### config.mk
export PLATFORM = sky130hd
export DESIGN_NAME = gckp_merge
export DESIGN_NICKNAME = d
export VERILOG_FILES = /design/src/gckp_pkg.sv /design/src/gckp_merge.sv
export SDC_FILE = /design/constraint.sdc
export NUM_CORES = 1
export LEC_CHECK = 0
export ABC_AREA = 1
export BUFFER_PORTS_ARGS = -buffer_cell sky130_fd_sc_hd__buf_2
export CAP_MARGIN = 30
export CORE_AREA = 2 2 199 201
export CTS_CLUSTER_DIAMETER = 120
export DETAILED_ROUTE_END_ITERATION = 8
export DIE_AREA = 0 0 201 203
export PLACE_DENSITY = 0.74
export SLEW_MARGIN = 20
export SYNTH_ARGS = -nofsm -noshare
export SYNTH_HDL_FRONTEND = slang
export SYNTH_SLANG_ARGS = --single-unit
export TNS_END_PERCENT = 30
### constraint.sdc
create_clock -name aclk -period 9.5 [get_ports aclk]
set_clock_uncertainty 0.15 [all_clocks]
set_input_delay 0.475 -clock aclk [delete_from_list [all_inputs] [get_ports aclk]]
set_output_delay 0.475 -clock aclk [all_outputs]
set_load 0.05 [all_outputs]
### src/gckp_pkg.sv
// Shared types and constants for the grid cell key packer.
// Used by every module of the block; depends on nothing.
package gckp_pkg;

    // Field widths
    localparam int COORD_W   = 32;
    localparam int SIDE_W    = 31;
    localparam int KEY_W     = 58;
    localparam int DVD_W     = 33;  // magnitude of 2c - s, one bit per divide step
    localparam int DVS_W     = SIDE_W + 1;  // divisor 2s
    localparam int NUM_W     = DVD_W + 1;   // signed 2c - s
    localparam int SNAP_W    = NUM_W;       // signed snapped coordinate
    localparam int DIGIT_W   = 18;
    localparam int CLAMP_W   = 17;
    localparam int XY_W      = 38;
    localparam int XY_SPLIT  = 19;
    localparam int CFG_IDX_W = 1;

    // Default fraction bits of the coordinates
    localparam int FRAC_BITS_DEF = 12;

    // Decimal packing constants
    localparam logic [CLAMP_W-1:0] MAG_LIMIT   = 17'd99999;
    localparam logic [DIGIT_W-1:0] SIGN_DIGIT  = 18'd100000;
    localparam logic [19:0]        AXIS_SCALE  = 20'd1000000;
    localparam logic [SIDE_W-1:0]  SIDE_RESET  = 31'd4096;

    // Pipeline depths
    localparam int LANE_LAT  = 1 + DVD_W + 2;
    localparam int MERGE_LAT = 2;
    localparam int TOTAL_LAT = LANE_LAT + MERGE_LAT;

    // Register indexes
    typedef enum logic [CFG_IDX_W-1:0] {
        REG_SNAP_ENABLE = 1'b0,
        REG_SIDE_LENGTH = 1'b1
    } cfg_reg_t;

    // Input word
    typedef struct packed {
        logic signed [COORD_W-1:0] pos_x;
        logic signed [COORD_W-1:0] pos_y;
        logic signed [COORD_W-1:0] pos_z;
    } point_t;

    // Result word
    typedef struct packed {
        logic [KEY_W-1:0] cell_key;
        logic             saturated;
    } key_word_t;

    // Grid configuration seen by the lanes
    typedef struct packed {
        logic              snap;
        logic [SIDE_W-1:0] side;
    } grid_cfg_t;

    // State carried through the divide steps
    typedef struct packed {
        logic [DVS_W-1:0]          rem;
        logic [DVD_W-1:0]          dvd;
        logic signed [COORD_W-1:0] coord;
        logic                      neg;
    } div_word_t;

endpackage

### src/gckp_merge.sv
// Merge stage: packs the three axis digits into the decimal key.
// Depends on gckp_pkg.
module gckp_merge (
    input  logic                          aclk,
    input  logic                          adv,
    input  logic [gckp_pkg::DIGIT_W-1:0]  dig_x,
    input  logic [gckp_pkg::DIGIT_W-1:0]  dig_y,
    input  logic [gckp_pkg::DIGIT_W-1:0]  dig_z,
    input  logic [2:0]                    sats,
    output gckp_pkg::key_word_t           key_reg
);

    logic [gckp_pkg::XY_W-1:0]    xy_next;
    logic [gckp_pkg::XY_W-1:0]    xy_reg;
    logic [gckp_pkg::DIGIT_W-1:0] z_reg;
    logic                         sat_reg;
    logic [gckp_pkg::KEY_W-1:0]   hi_part;
    logic [gckp_pkg::KEY_W-1:0]   lo_part;
    gckp_pkg::key_word_t          key_next;

    // x * 10^6 + y
    assign xy_next = gckp_pkg::XY_W'(dig_x * gckp_pkg::AXIS_SCALE)
                   + {{(gckp_pkg::XY_W-gckp_pkg::DIGIT_W){1'b0}}, dig_y};

    always_ff @(posedge aclk) begin
        if (adv) begin
            xy_reg  <= xy_next;
            z_reg   <= dig_z;
            sat_reg <= |sats;
        end
    end

    // xy * 10^6 + z, in two half-width products
    always_comb begin
        hi_part = gckp_pkg::KEY_W'(xy_reg[gckp_pkg::XY_W-1:gckp_pkg::XY_SPLIT]
                                   * gckp_pkg::AXIS_SCALE) << gckp_pkg::XY_SPLIT;
        lo_part = gckp_pkg::KEY_W'(xy_reg[gckp_pkg::XY_SPLIT-1:0] * gckp_pkg::AXIS_SCALE);
        key_next.cell_key  = hi_part + lo_part
                           + {{(gckp_pkg::KEY_W-gckp_pkg::DIGIT_W){1'b0}}, z_reg};
        key_next.saturated = sat_reg;
    end

    always_ff @(posedge aclk) begin
        if (adv) begin
            key_reg <= key_next;
        end
    end

endmodule

==> results.cfg <==
[routing]
ant_nets = 0
vias = 16500
routed_via_density = 5.24
drcViolationCount = 0
firstDrtPassIters = 5
wirelength_um = 47300
wl_per_cell_um = 15.0
drtIter0Drc = 683

[synthesis]
yosysWarnings = 0
ys_seq_area_frac = 0.168
synth_cell_type_count = 52
avgSynthCellArea_um2 = 8.35
synthArstFlopShare = 0
syn-num-nets = 3127
ys_ff_latch = 116
synth_edf_count = 116
syn_inst = 2484
netlist_area_um2 = 20700
yosys.area_share.simple = 0.210
synth-adder-area-share = 0.427
ys.flop_type = edfxtp_1
synth_compound_area_frac = 0.0579
synth-xor-area-share = 0.0508
synth_mux_area_frac = 0
synth_top_family_by_area = adder cells

[layout]
drive_gt1_frac = 0.102
largest_reg_flops = 59
fin_util = 0.587
fill_cells = 3478
layout.nets = 3264
areaGrowthSynthToFinish_pct = 8.91

[global_route]
grt_max_degree = 61
grt_overflow = 0
grt_util_all_layers = 0.239
antenna_found_initial = 0
grt_pass1_vias = 16800
grt_pass1_wl_um = 79300

[flow_run]
maxCapViolCount = 0

[sta]
tightest_slew_ns = 0.776
fmax_ghz = 0.129
period_minus_slack_ns = 7.75
tns_ns = 0
hold_viol = 0
maxSlewViolCount = 0
finalCritPeriodShare = 0.816
maxSlewHeadroom = 0.469
rsz0062_at_grt = no
setup_violations = 0

[place]
dpl.hpwl_um = 41300
gp_routability_congestion = 0.914
port_buffers = 117

[floorplan]
die_w_um = 201
io_pins = 118
row_count = 72
die_h_um = 203
fp.dieArea_um2 = 40800
fp.coreArea_um2 = 38500
start_util = 0.539

[critical_path]
cp_data_required_time_ns = 9.56
critical_path_class = reg -> reg
critPathMaxStageDelay_ns = 0.63
worst_ep_arrival_time_ns = 7.81
cp_max_fo = 7
end_kind = flip-flop
crit_top_cell = nand2_1
cpMaxStageDelayCell = a2111oi_0
startpoint_type = flip-flop

[clock_tree]
numCtsBuffers = 17
clockBufferDepth = 2
cts_tree = done
post_cts_resized = 0
htree_levels = 4
clk_pin_slew_ns = 0.06
clk_latency_ns = 0.46
cts.hold.buffers_added = 0
cts_sinks = 116
cts_root_buf = clkbuf_16
post_cts_buffers = 0

[outcome]
status = finished clean

[worst_hold_path]
min_path_type = in -> reg
## area by class of cell
class | instances | area (um^2) | area share
antenna | 1 | 2.50 | 0.000111
clock buffer | 18 | 429 | 0.0190
clock inverter | 14 | 173 | 0.00765
inverter | 473 | 1780 | 0.0786
multi-input combinational | 1895 | 15500 | 0.685
sequential | 116 | 3480 | 0.154
tap | 518 | 648 | 0.0287
timing repair buffer | 118 | 596 | 0.0264
## worst paths after layout
path                            start                    end  slack, ns  cells after the start
setup / recovery  xy_reg[1]$_DFFE_PP_  key_reg[44]$_DFFE_PP_       1.75                     33
hold / removal               dig_z[6]     z_reg[6]$_DFFE_PP_       0.05                      1
setup reg to reg  xy_reg[1]$_DFFE_PP_  key_reg[44]$_DFFE_PP_       1.75                     33
hold reg to reg    z_reg[2]$_DFFE_PP_   key_reg[3]$_DFFE_PP_       0.27                      0
## kinds of logic (layout without fill, tap and decap cells)
family          count (synthesis)  in the layout
xor+xnor                      116            116
buf+inv                       473            623
flops                         116            116
fa+ha+maj                     584            584
simple gates                  981            981
compound gates                214            214
other cells                     0              1
## metrics by stage
step / instances / worst slack [ns] / instance area (um^2) / hold slack (ns)
after floorplan: 2484 / 2.65 / 20700 / 0.250
after global placement: 3120 / 1.92 / 22000 / 0.252
after CTS: 3152 / 1.73 / 22600 / 0.0303
after detailed placement: 3120 / 1.76 / 22000 / 0.255
after global routing: 3152 / 1.02 / 22600 / 0.0376
final: 3153 / 1.75 / 22600 / 0.0491
## cell usage after synthesis (all sizes together) (2+ instances only)
library cell  count  area [um^2]
a211oi            5         37.5
a21o             11         82.6
a21oi           113          581
a31oi             9         56.3
and2             12         81.3
edfxtp          116         3480
fa              207         4140
ha              377         4720
inv             472         1770
nand2           590         2340
nand3           117          618
nand3b            7         65.1
nand4            28          175
nor2            199          886
nor3             15          108
nor4              6         37.5
o211ai            6         45.0
o21a              2         15.0
o21ai            57          293
o21bai            3         22.5
o221ai            2         17.5
or2               6         37.5
xnor2            42          375
xor2             74          678
## per-layer routing
layer	vias up	global-route usage	wire (um)
met5	-	0	0
met4	0	0.0836	1240
met3	76	0.0213	1320
met2	311	0.428	23500
met1	7871	0.303	21100
li1	8275	-	-
## worst max-delay path, delay by kind of cell (launching register included)
kind,cells,cell delay (ns)
and+or+nand+nor,14,1.26
DFF,1,0.53
xor gates and xnor gates,1,0.18
adders and majority gates,8,3.52
AOI/OAI and AO/OA,6,1.57
buffers and inverters,4,0.31
## cells in the final DEF (no fill, tap or decap), drive strengths merged, types with 2 or more instances in the layout
| cell | netlist | routed |
|---|---|---|
| and2 | 12 | 12 |
| fa | 207 | 207 |
| buf | 0 | 118 |
| or2 | 6 | 6 |
| a31oi | 9 | 9 |
| nor3 | 15 | 15 |
| clkinvlp | 0 | 4 |
| nand3 | 117 | 117 |
| ha | 377 | 377 |
| edfxtp | 116 | 116 |
| a21o | 11 | 11 |
| nor2 | 199 | 199 |
| o21ai | 57 | 57 |
| nand4 | 28 | 28 |
| bufinv | 0 | 3 |
| xor2 | 74 | 74 |
| inv | 472 | 477 |
| clkbuf | 0 | 18 |
| a21oi | 113 | 113 |
| nand3b | 7 | 7 |
| clkinv | 1 | 3 |
| a211oi | 5 | 5 |
| nand2 | 590 | 590 |
| xnor2 | 42 | 42 |
| nor4 | 6 | 6 |
| o21a | 2 | 2 |
| o21bai | 3 | 3 |
| o211ai | 6 | 6 |
| o221ai | 2 | 2 |
Power is left out: the tool's default activity adds up to more than one toggle a clock period on the data nets, which glitch-free logic cannot reach.
