$ cat src/gckp_pkg.sv
// Shared types and constants for the grid cell key packer.
// Used by every module of the block; depends on nothing.
package gckp_pkg;

    // Field widths
    localparam int COORD_W   = 32;
    localparam int SIDE_W    = 31;
    localparam int KEY_W     = 58;
    localparam int DVD_W     = 33;  // magnitude of 2c - s, one bit per divide step
    localparam int DVS_W     = SIDE_W + 1;  // divisor 2s
    localparam int NUM_W     = DVD_W + 1;   // signed 2c - s
    localparam int SNAP_W    = NUM_W;       // signed snapped coordinate
    localparam int DIGIT_W   = 18;
    localparam int CLAMP_W   = 17;
    localparam int XY_W      = 38;
    localparam int XY_SPLIT  = 19;
    localparam int CFG_IDX_W = 1;

    // Default fraction bits of the coordinates
    localparam int FRAC_BITS_DEF = 12;

    // Decimal packing constants
    localparam logic [CLAMP_W-1:0] MAG_LIMIT   = 17'd99999;
    localparam logic [DIGIT_W-1:0] SIGN_DIGIT  = 18'd100000;
    localparam logic [19:0]        AXIS_SCALE  = 20'd1000000;
    localparam logic [SIDE_W-1:0]  SIDE_RESET  = 31'd4096;

    // Pipeline depths
    localparam int LANE_LAT  = 1 + DVD_W + 2;
    localparam int MERGE_LAT = 2;
    localparam int TOTAL_LAT = LANE_LAT + MERGE_LAT;

    // Register indexes
    typedef enum logic [CFG_IDX_W-1:0] {
        REG_SNAP_ENABLE = 1'b0,
        REG_SIDE_LENGTH = 1'b1
    } cfg_reg_t;

    // Input word
    typedef struct packed {
        logic signed [COORD_W-1:0] pos_x;
        logic signed [COORD_W-1:0] pos_y;
        logic signed [COORD_W-1:0] pos_z;
    } point_t;

    // Result word
    typedef struct packed {
        logic [KEY_W-1:0] cell_key;
        logic             saturated;
    } key_word_t;

    // Grid configuration seen by the lanes
    typedef struct packed {
        logic              snap;
        logic [SIDE_W-1:0] side;
    } grid_cfg_t;

    // State carried through the divide steps
    typedef struct packed {
        logic [DVS_W-1:0]          rem;
        logic [DVD_W-1:0]          dvd;
        logic signed [COORD_W-1:0] coord;
        logic                      neg;
    } div_word_t;

endpackage

$ cat src/gckp_div_step.sv
// One restoring divide step: brings in one dividend bit and subtracts 2s.
// Depends on gckp_pkg.
module gckp_div_step (
    input  logic                  aclk,
    input  logic                  adv,
    input  gckp_pkg::grid_cfg_t   cfg,
    input  gckp_pkg::div_word_t   din,
    output gckp_pkg::div_word_t   dout_reg
);

    logic [gckp_pkg::DVS_W:0]   trial;
    logic [gckp_pkg::DVS_W:0]   dvs;
    logic [gckp_pkg::DVS_W:0]   diff;
    gckp_pkg::div_word_t        dout_next;

    // Shift in the next bit, subtract when it fits
    always_comb begin
        trial = {din.rem, din.dvd[gckp_pkg::DVD_W-1]};
        dvs   = {1'b0, cfg.side, 1'b0};
        diff  = trial - dvs;
        dout_next       = din;
        dout_next.dvd   = {din.dvd[gckp_pkg::DVD_W-2:0], 1'b0};
        dout_next.rem   = (trial >= dvs) ? diff[gckp_pkg::DVS_W-1:0]
                                         : trial[gckp_pkg::DVS_W-1:0];
    end

    always_ff @(posedge aclk) begin
        if (adv) begin
            dout_reg <= dout_next;
        end
    end

endmodule

$ cat src/gckp_lane.sv
// One axis lane: grid snap through a pipelined floor modulo, then decimal digits.
// Depends on gckp_pkg and gckp_div_step.
module gckp_lane #(
    parameter int FRAC_BITS = gckp_pkg::FRAC_BITS_DEF
) (
    input  logic                                 aclk,
    input  logic                                 adv,
    input  gckp_pkg::grid_cfg_t                  cfg,
    input  logic signed [gckp_pkg::COORD_W-1:0]  coord,
    output logic [gckp_pkg::DIGIT_W-1:0]         digit_reg,
    output logic                                 sat_reg
);

    logic signed [gckp_pkg::NUM_W-1:0]   num;
    gckp_pkg::div_word_t                 word_next;
    gckp_pkg::div_word_t                 entry_reg;
    gckp_pkg::div_word_t                 chain [0:gckp_pkg::DVD_W];

    logic [gckp_pkg::DVS_W-1:0]          dvs;
    logic [gckp_pkg::DVS_W-1:0]          rmd;
    logic                                snap_on;
    logic signed [gckp_pkg::SNAP_W:0]    sum;
    logic signed [gckp_pkg::SNAP_W-1:0]  snap_next;
    logic signed [gckp_pkg::SNAP_W-1:0]  snap_reg;

    logic                                neg;
    logic [gckp_pkg::SNAP_W-1:0]         mag;
    logic [gckp_pkg::SNAP_W-1:0]         shifted;
    logic                                sat_next;
    logic [gckp_pkg::CLAMP_W-1:0]        clamped;
    logic [gckp_pkg::DIGIT_W-1:0]        digit_next;

    // Form 2c - s and fold a negative value to -n-1 for the unsigned divide
    always_comb begin
        num = $signed({coord[gckp_pkg::COORD_W-1], coord, 1'b0})
            - $signed({3'b000, cfg.side});
        word_next.rem   = '0;
        word_next.neg   = num[gckp_pkg::NUM_W-1];
        word_next.dvd   = num[gckp_pkg::NUM_W-1] ? ~num[gckp_pkg::DVD_W-1:0]
                                                 : num[gckp_pkg::DVD_W-1:0];
        word_next.coord = coord;
    end

    always_ff @(posedge aclk) begin
        if (adv) begin
            entry_reg <= word_next;
        end
    end

    assign chain[0] = entry_reg;

    // Divide steps
    for (genvar i = 0; i < gckp_pkg::DVD_W; i++) begin : g_step
        gckp_div_step u_step (
            .aclk     (aclk),
            .adv      (adv),
            .cfg      (cfg),
            .din      (chain[i]),
            .dout_reg (chain[i+1])
        );
    end

    // Snapped coordinate: (2c + s - r) / 2, r the floored remainder; raw coordinate if snap is off or side is 0
    always_comb begin
        dvs     = {cfg.side, 1'b0};
        rmd     = chain[gckp_pkg::DVD_W].neg
                ? dvs - {{(gckp_pkg::DVS_W-1){1'b0}}, 1'b1} - chain[gckp_pkg::DVD_W].rem
                : chain[gckp_pkg::DVD_W].rem;
        snap_on = cfg.snap && (cfg.side != '0);
        sum     = $signed({{2{chain[gckp_pkg::DVD_W].coord[gckp_pkg::COORD_W-1]}},
                           chain[gckp_pkg::DVD_W].coord, 1'b0})
                + $signed({4'b0000, cfg.side})
                - $signed({3'b000, rmd});
        snap_next = snap_on ? sum[gckp_pkg::SNAP_W:1]
                            : {{2{chain[gckp_pkg::DVD_W].coord[gckp_pkg::COORD_W-1]}},
                               chain[gckp_pkg::DVD_W].coord};
    end

    always_ff @(posedge aclk) begin
        if (adv) begin
            snap_reg <= snap_next;
        end
    end

    // Truncate magnitude, clamp, add the sign digit
    always_comb begin
        neg        = snap_reg[gckp_pkg::SNAP_W-1];
        mag        = neg ? -snap_reg : snap_reg;
        shifted    = mag >> FRAC_BITS;
        sat_next   = shifted > {{(gckp_pkg::SNAP_W-gckp_pkg::CLAMP_W){1'b0}},
                                gckp_pkg::MAG_LIMIT};
        clamped    = sat_next ? gckp_pkg::MAG_LIMIT : shifted[gckp_pkg::CLAMP_W-1:0];
        digit_next = {1'b0, clamped} + (neg ? gckp_pkg::SIGN_DIGIT : '0);
    end

    always_ff @(posedge aclk) begin
        if (adv) begin
            digit_reg <= digit_next;
            sat_reg   <= sat_next;
        end
    end

endmodule

$ cat config.mk
export PLATFORM = sky130hd
export DESIGN_NAME = gckp_lane
export DESIGN_NICKNAME = d
export VERILOG_FILES = /design/src/gckp_pkg.sv /design/src/gckp_div_step.sv /design/src/gckp_lane.sv
export SDC_FILE = /design/constraint.sdc
export NUM_CORES = 2
export LEC_CHECK = 0
export BUFFER_PORTS_ARGS = -buffer_cell sky130_fd_sc_hd__buf_2
export CAP_MARGIN = 20
export CORE_ASPECT_RATIO = 0.7
export CORE_MARGIN = 5
export CORE_UTILIZATION = 69
export DETAILED_ROUTE_END_ITERATION = 10
export GPL_TIMING_DRIVEN = 0
export PLACE_DENSITY = 0.87
export SETUP_SLACK_MARGIN = 0.3
export SYNTH_ARGS = -nofsm -noshare
export SYNTH_HDL_FRONTEND = slang
export SYNTH_SLANG_ARGS = --single-unit
$ cat constraint.sdc
create_clock -name aclk -period 8.8 [get_ports aclk]
set_input_delay 0.44 -clock aclk [delete_from_list [all_inputs] [get_ports aclk]]
set_output_delay 0.44 -clock aclk [all_outputs]
set_load 0.05 [all_outputs]
==> flow_summary.toml <==
[die]
coreArea_um2 = 216000
dieArea_um2 = 226000
chipWidth_um = 567
effective_utilization_at_floorplan = 0.692
placementRows = 143
die-height_um = 400
boundaryPins = 85

[setup_path]
rr_startpoint = "g_step[32].u_step.dout_reg[67]"
r2r_cells = 25
cp_max_fo = 25
critical_path_s_most_frequent_cell = "a21oi_1"
arrival_time_at_the_worst_endpoint_ns = 8.13
launching_element_type_of_the_critical_path = "primary input"
worstPathRequired_ns = 9.34
max_stage_delay_ns = 0.60
count_of_buffer_and_inverter_cells_on_the_critical_path = 5
timing.rr.end = "snap_reg[31]"
worst-r2r-setup-slack_ns = 2.13
crit_path_top_delay_cell = "buf_4"
cp-end-kind = "flip-flop"
worst_path_dominant_cell_family = "compound AO/OA/AOI/OAI gates"
criticalPathCategory = "in2reg"

[yosys]
yosys_warnings = 0
synth_seq_area_share = 0.560
postSynthRegisterBits = 2792
library_cells_used_by_synthesis = 108
prevailing_post_synth_register_cell = "edfxtp_1"
synth_edf_count = 2792
ys_async_sr_fraction = 0
syn_avg_cell_area_um2 = 12.6
syn_inst = 11900
synth_area_um2 = 150000

[sta]
tightestPinTransition_ns = 1.25
post-route-period-util = 0.863
fin_crit_ns = 7.59
hold_viol_final = 0
fmax_mhz = 132
rsz0062_at_grt = "false"
max-slew-margin-rel = 0.143
worst_hold_margin_ns = 0.0161
finalClockSkew_ns = 0.0610
final_max_slew_viol_count = 0
setup-violations-final = 0
tns_ns = 0

[detailed_routing]
drt-initial-drc-count = 14700
avgRoutedWirePerCell_um = 27.3
drt_wl_total_um = 423000
final_antenna_net_count = 0
via_count = 105000
avgViaCountPerCell = 6.80
drt_pre_antenna_iters = 10
post_detailed_route_drc_marker_count = 0

[min_path]
whs_path_depth = 1
min_to = "g_step[1].u_step.dout_reg[12]"
worst_hold_startpoint = "adv"
min-delay-path-class = "in2reg"

[cells_and_area]
final_layout_size_suffix_gt1_frac = 0.102
area_of_combinational_cells_with_multiple_inputs_um2 = 63500
fillers = 13100
largest_register_ffs = 2673
finalNetCount = 13600
sequential_cell_area_in_the_final_layout_um2 = 83800
synthToLayoutAreaGrowth_pct = 9.99

[cts]
clock_tree.root_cell = "clkbuf_16"
cts_buffer_depth = 4
clkTransAtPathRegs_ns = 0.07
clkLatencyLatePin_ns = 0.88
tritoncts = "built"
cts-buffers-inserted = 274
ctsHtreeMaxLevel = 5
cts.sink_count = 2792

[grt]
grt_max_degree = 199
gr_util_all_layers = 0.365
number_of_antenna_violations_at_the_first_check_in_global_routing = 18
first_global_vias = 101000
grt_pass1_wl_um = 629000
grt_overflow_total = 0

[power]
power_density_nw_per_um2 = 400
leakagePower_nw = 63.0
irDropWorstVdd_uv = 289

[place]
dpl.hpwl_um = 288000
port_buffers = 84
finalWeightedCongestion = 0.970

[outcome]
run_status = "completed"

[job]
max_cap_viol_count = 0
[logic make-up after synthesis]
group	Yosys count	synth area share
simple gates	2714	0.0895
xor+xnor	888	0.0520
compound gates	3201	0.139
fa+ha+maj	1158	0.100
buf+inv	588	0.0159
mux	577	0.0438
other cells	1	0.0000251
flops	2792	0.560
[per-stage QoR]
| stage | instance area (um^2) | setup WS [ns] | power, W | util | instances |
|---|---|---|---|---|---|
| floorplan | 150000 | 2.79 | 0.0436 | - | 11900 |
| global placement | 154000 | -34.02 | 0.0521 | 0.711 | 14900 |
| detailed placement | 155000 | 0.636 | 0.0523 | 0.718 | 15000 |
| CTS | 165000 | 1.48 | 0.0649 | 0.761 | 15500 |
| global route | 165000 | 0.944 | 0.0691 | 0.761 | 15500 |
| finish | 165000 | 1.21 | 0.0659 | 0.761 | 15500 |
[layout by cell type, fill, tap and decap left out, types with 43 or more instances in the layout]
cell type  count
a211oi_1      98
a21o_1       418
a21oi_1      973
a31oi_1       93
and2_1        56
and3_1        91
buf_16        48
buf_2        140
clkbuf_1     148
clkbuf_16    275
clkinv_1      43
edfxtp_1    2792
fa_1          65
ha_1        1093
inv_1        367
mux2_2       446
mux2i_1       68
nand2_1      619
nand2b_1     160
nand3_1      192
nand4_1      123
nor2_1       788
nor2b_1      143
nor3_1       194
nor4_1        52
o211ai_1      62
o21a_1       237
o21ai_0      592
o21bai_1     141
o31a_1        54
o31ai_1       88
or2_2         59
or3_1         86
xnor2_1      602
xor2_1       286
[area by class of cell]
cell class	instances	area share
Sequential cell	2792	0.509
Clock buffer	314	0.0427
Tap cell	2900	0.0220
Clock inverter	173	0.0122
Inverter	397	0.00951
Multi-Input combinational cell	8553	0.386
Antenna cell	15	0.000228
Buffer	191	0.00537
Timing Repair Buffer	168	0.0129
[per-layer routing]
layer / GRT usage / vias to the layer above / share of wire / routed length [um]
li1: - / 46700 / - / -
met1: 0.507 / 50600 / 0.39 / 164000
met2: 0.544 / 6612 / 0.43 / 182000
met3: 0.0851 / 1448 / 0.12 / 50100
met4: 0.193 / 8 / 0.064 / 27100
met5: 0 / - / 0.00039 / 164
[timing repair]
item	in CTS	in global routing
gates resized for setup	0	0
endpoints found under the hold margin	34	0
setup buffers	0	0
hold buffers	33	0
[cell usage after synthesis, types with 91 or more instances]
library cell  number  area share
o21a_1           237       0.012
a211oi_1          98      0.0049
ha_1            1093       0.091
and3_1            91      0.0038
a31oi_1           93      0.0039
inv_1            397       0.010
nor3_1           194      0.0065
a21o_1           418       0.021
edfxtp_1        2792        0.56
xor2_1           286       0.017
nor2_1           788       0.020
a21oi_1          973       0.033
mux2_2           446       0.034
nand2b_1         160      0.0067
clkbuf_1         109      0.0027
o21bai_1         141      0.0071
nand3_1          192      0.0064
nand2_1          619       0.016
xnor2_1          602       0.035
o21ai_0          592       0.020
nand4_1          123      0.0051
nor2b_1          143      0.0060
[how the worst max path moves through the flow]
stage                                           endpoint  depth (start not counted)   start
final                                       snap_reg[31]                         27  cfg[1]
after global routing                        snap_reg[31]                         27  cfg[1]
after CTS                                   snap_reg[31]                         27  cfg[1]
after global placement    g_step[20].u_step.dout_reg[27]                          1     adv
after detailed placement                    snap_reg[31]                         27  cfg[1]
after floorplan                             snap_reg[31]                         24  cfg[1]
[power breakdown]
part           total (W)  switching [W]  internal [W]
combinational     0.0319         0.0185        0.0134
sequential        0.0219        0.00237        0.0196
clock             0.0121        0.00532       0.00677
(Power assumes the default switching activity.)
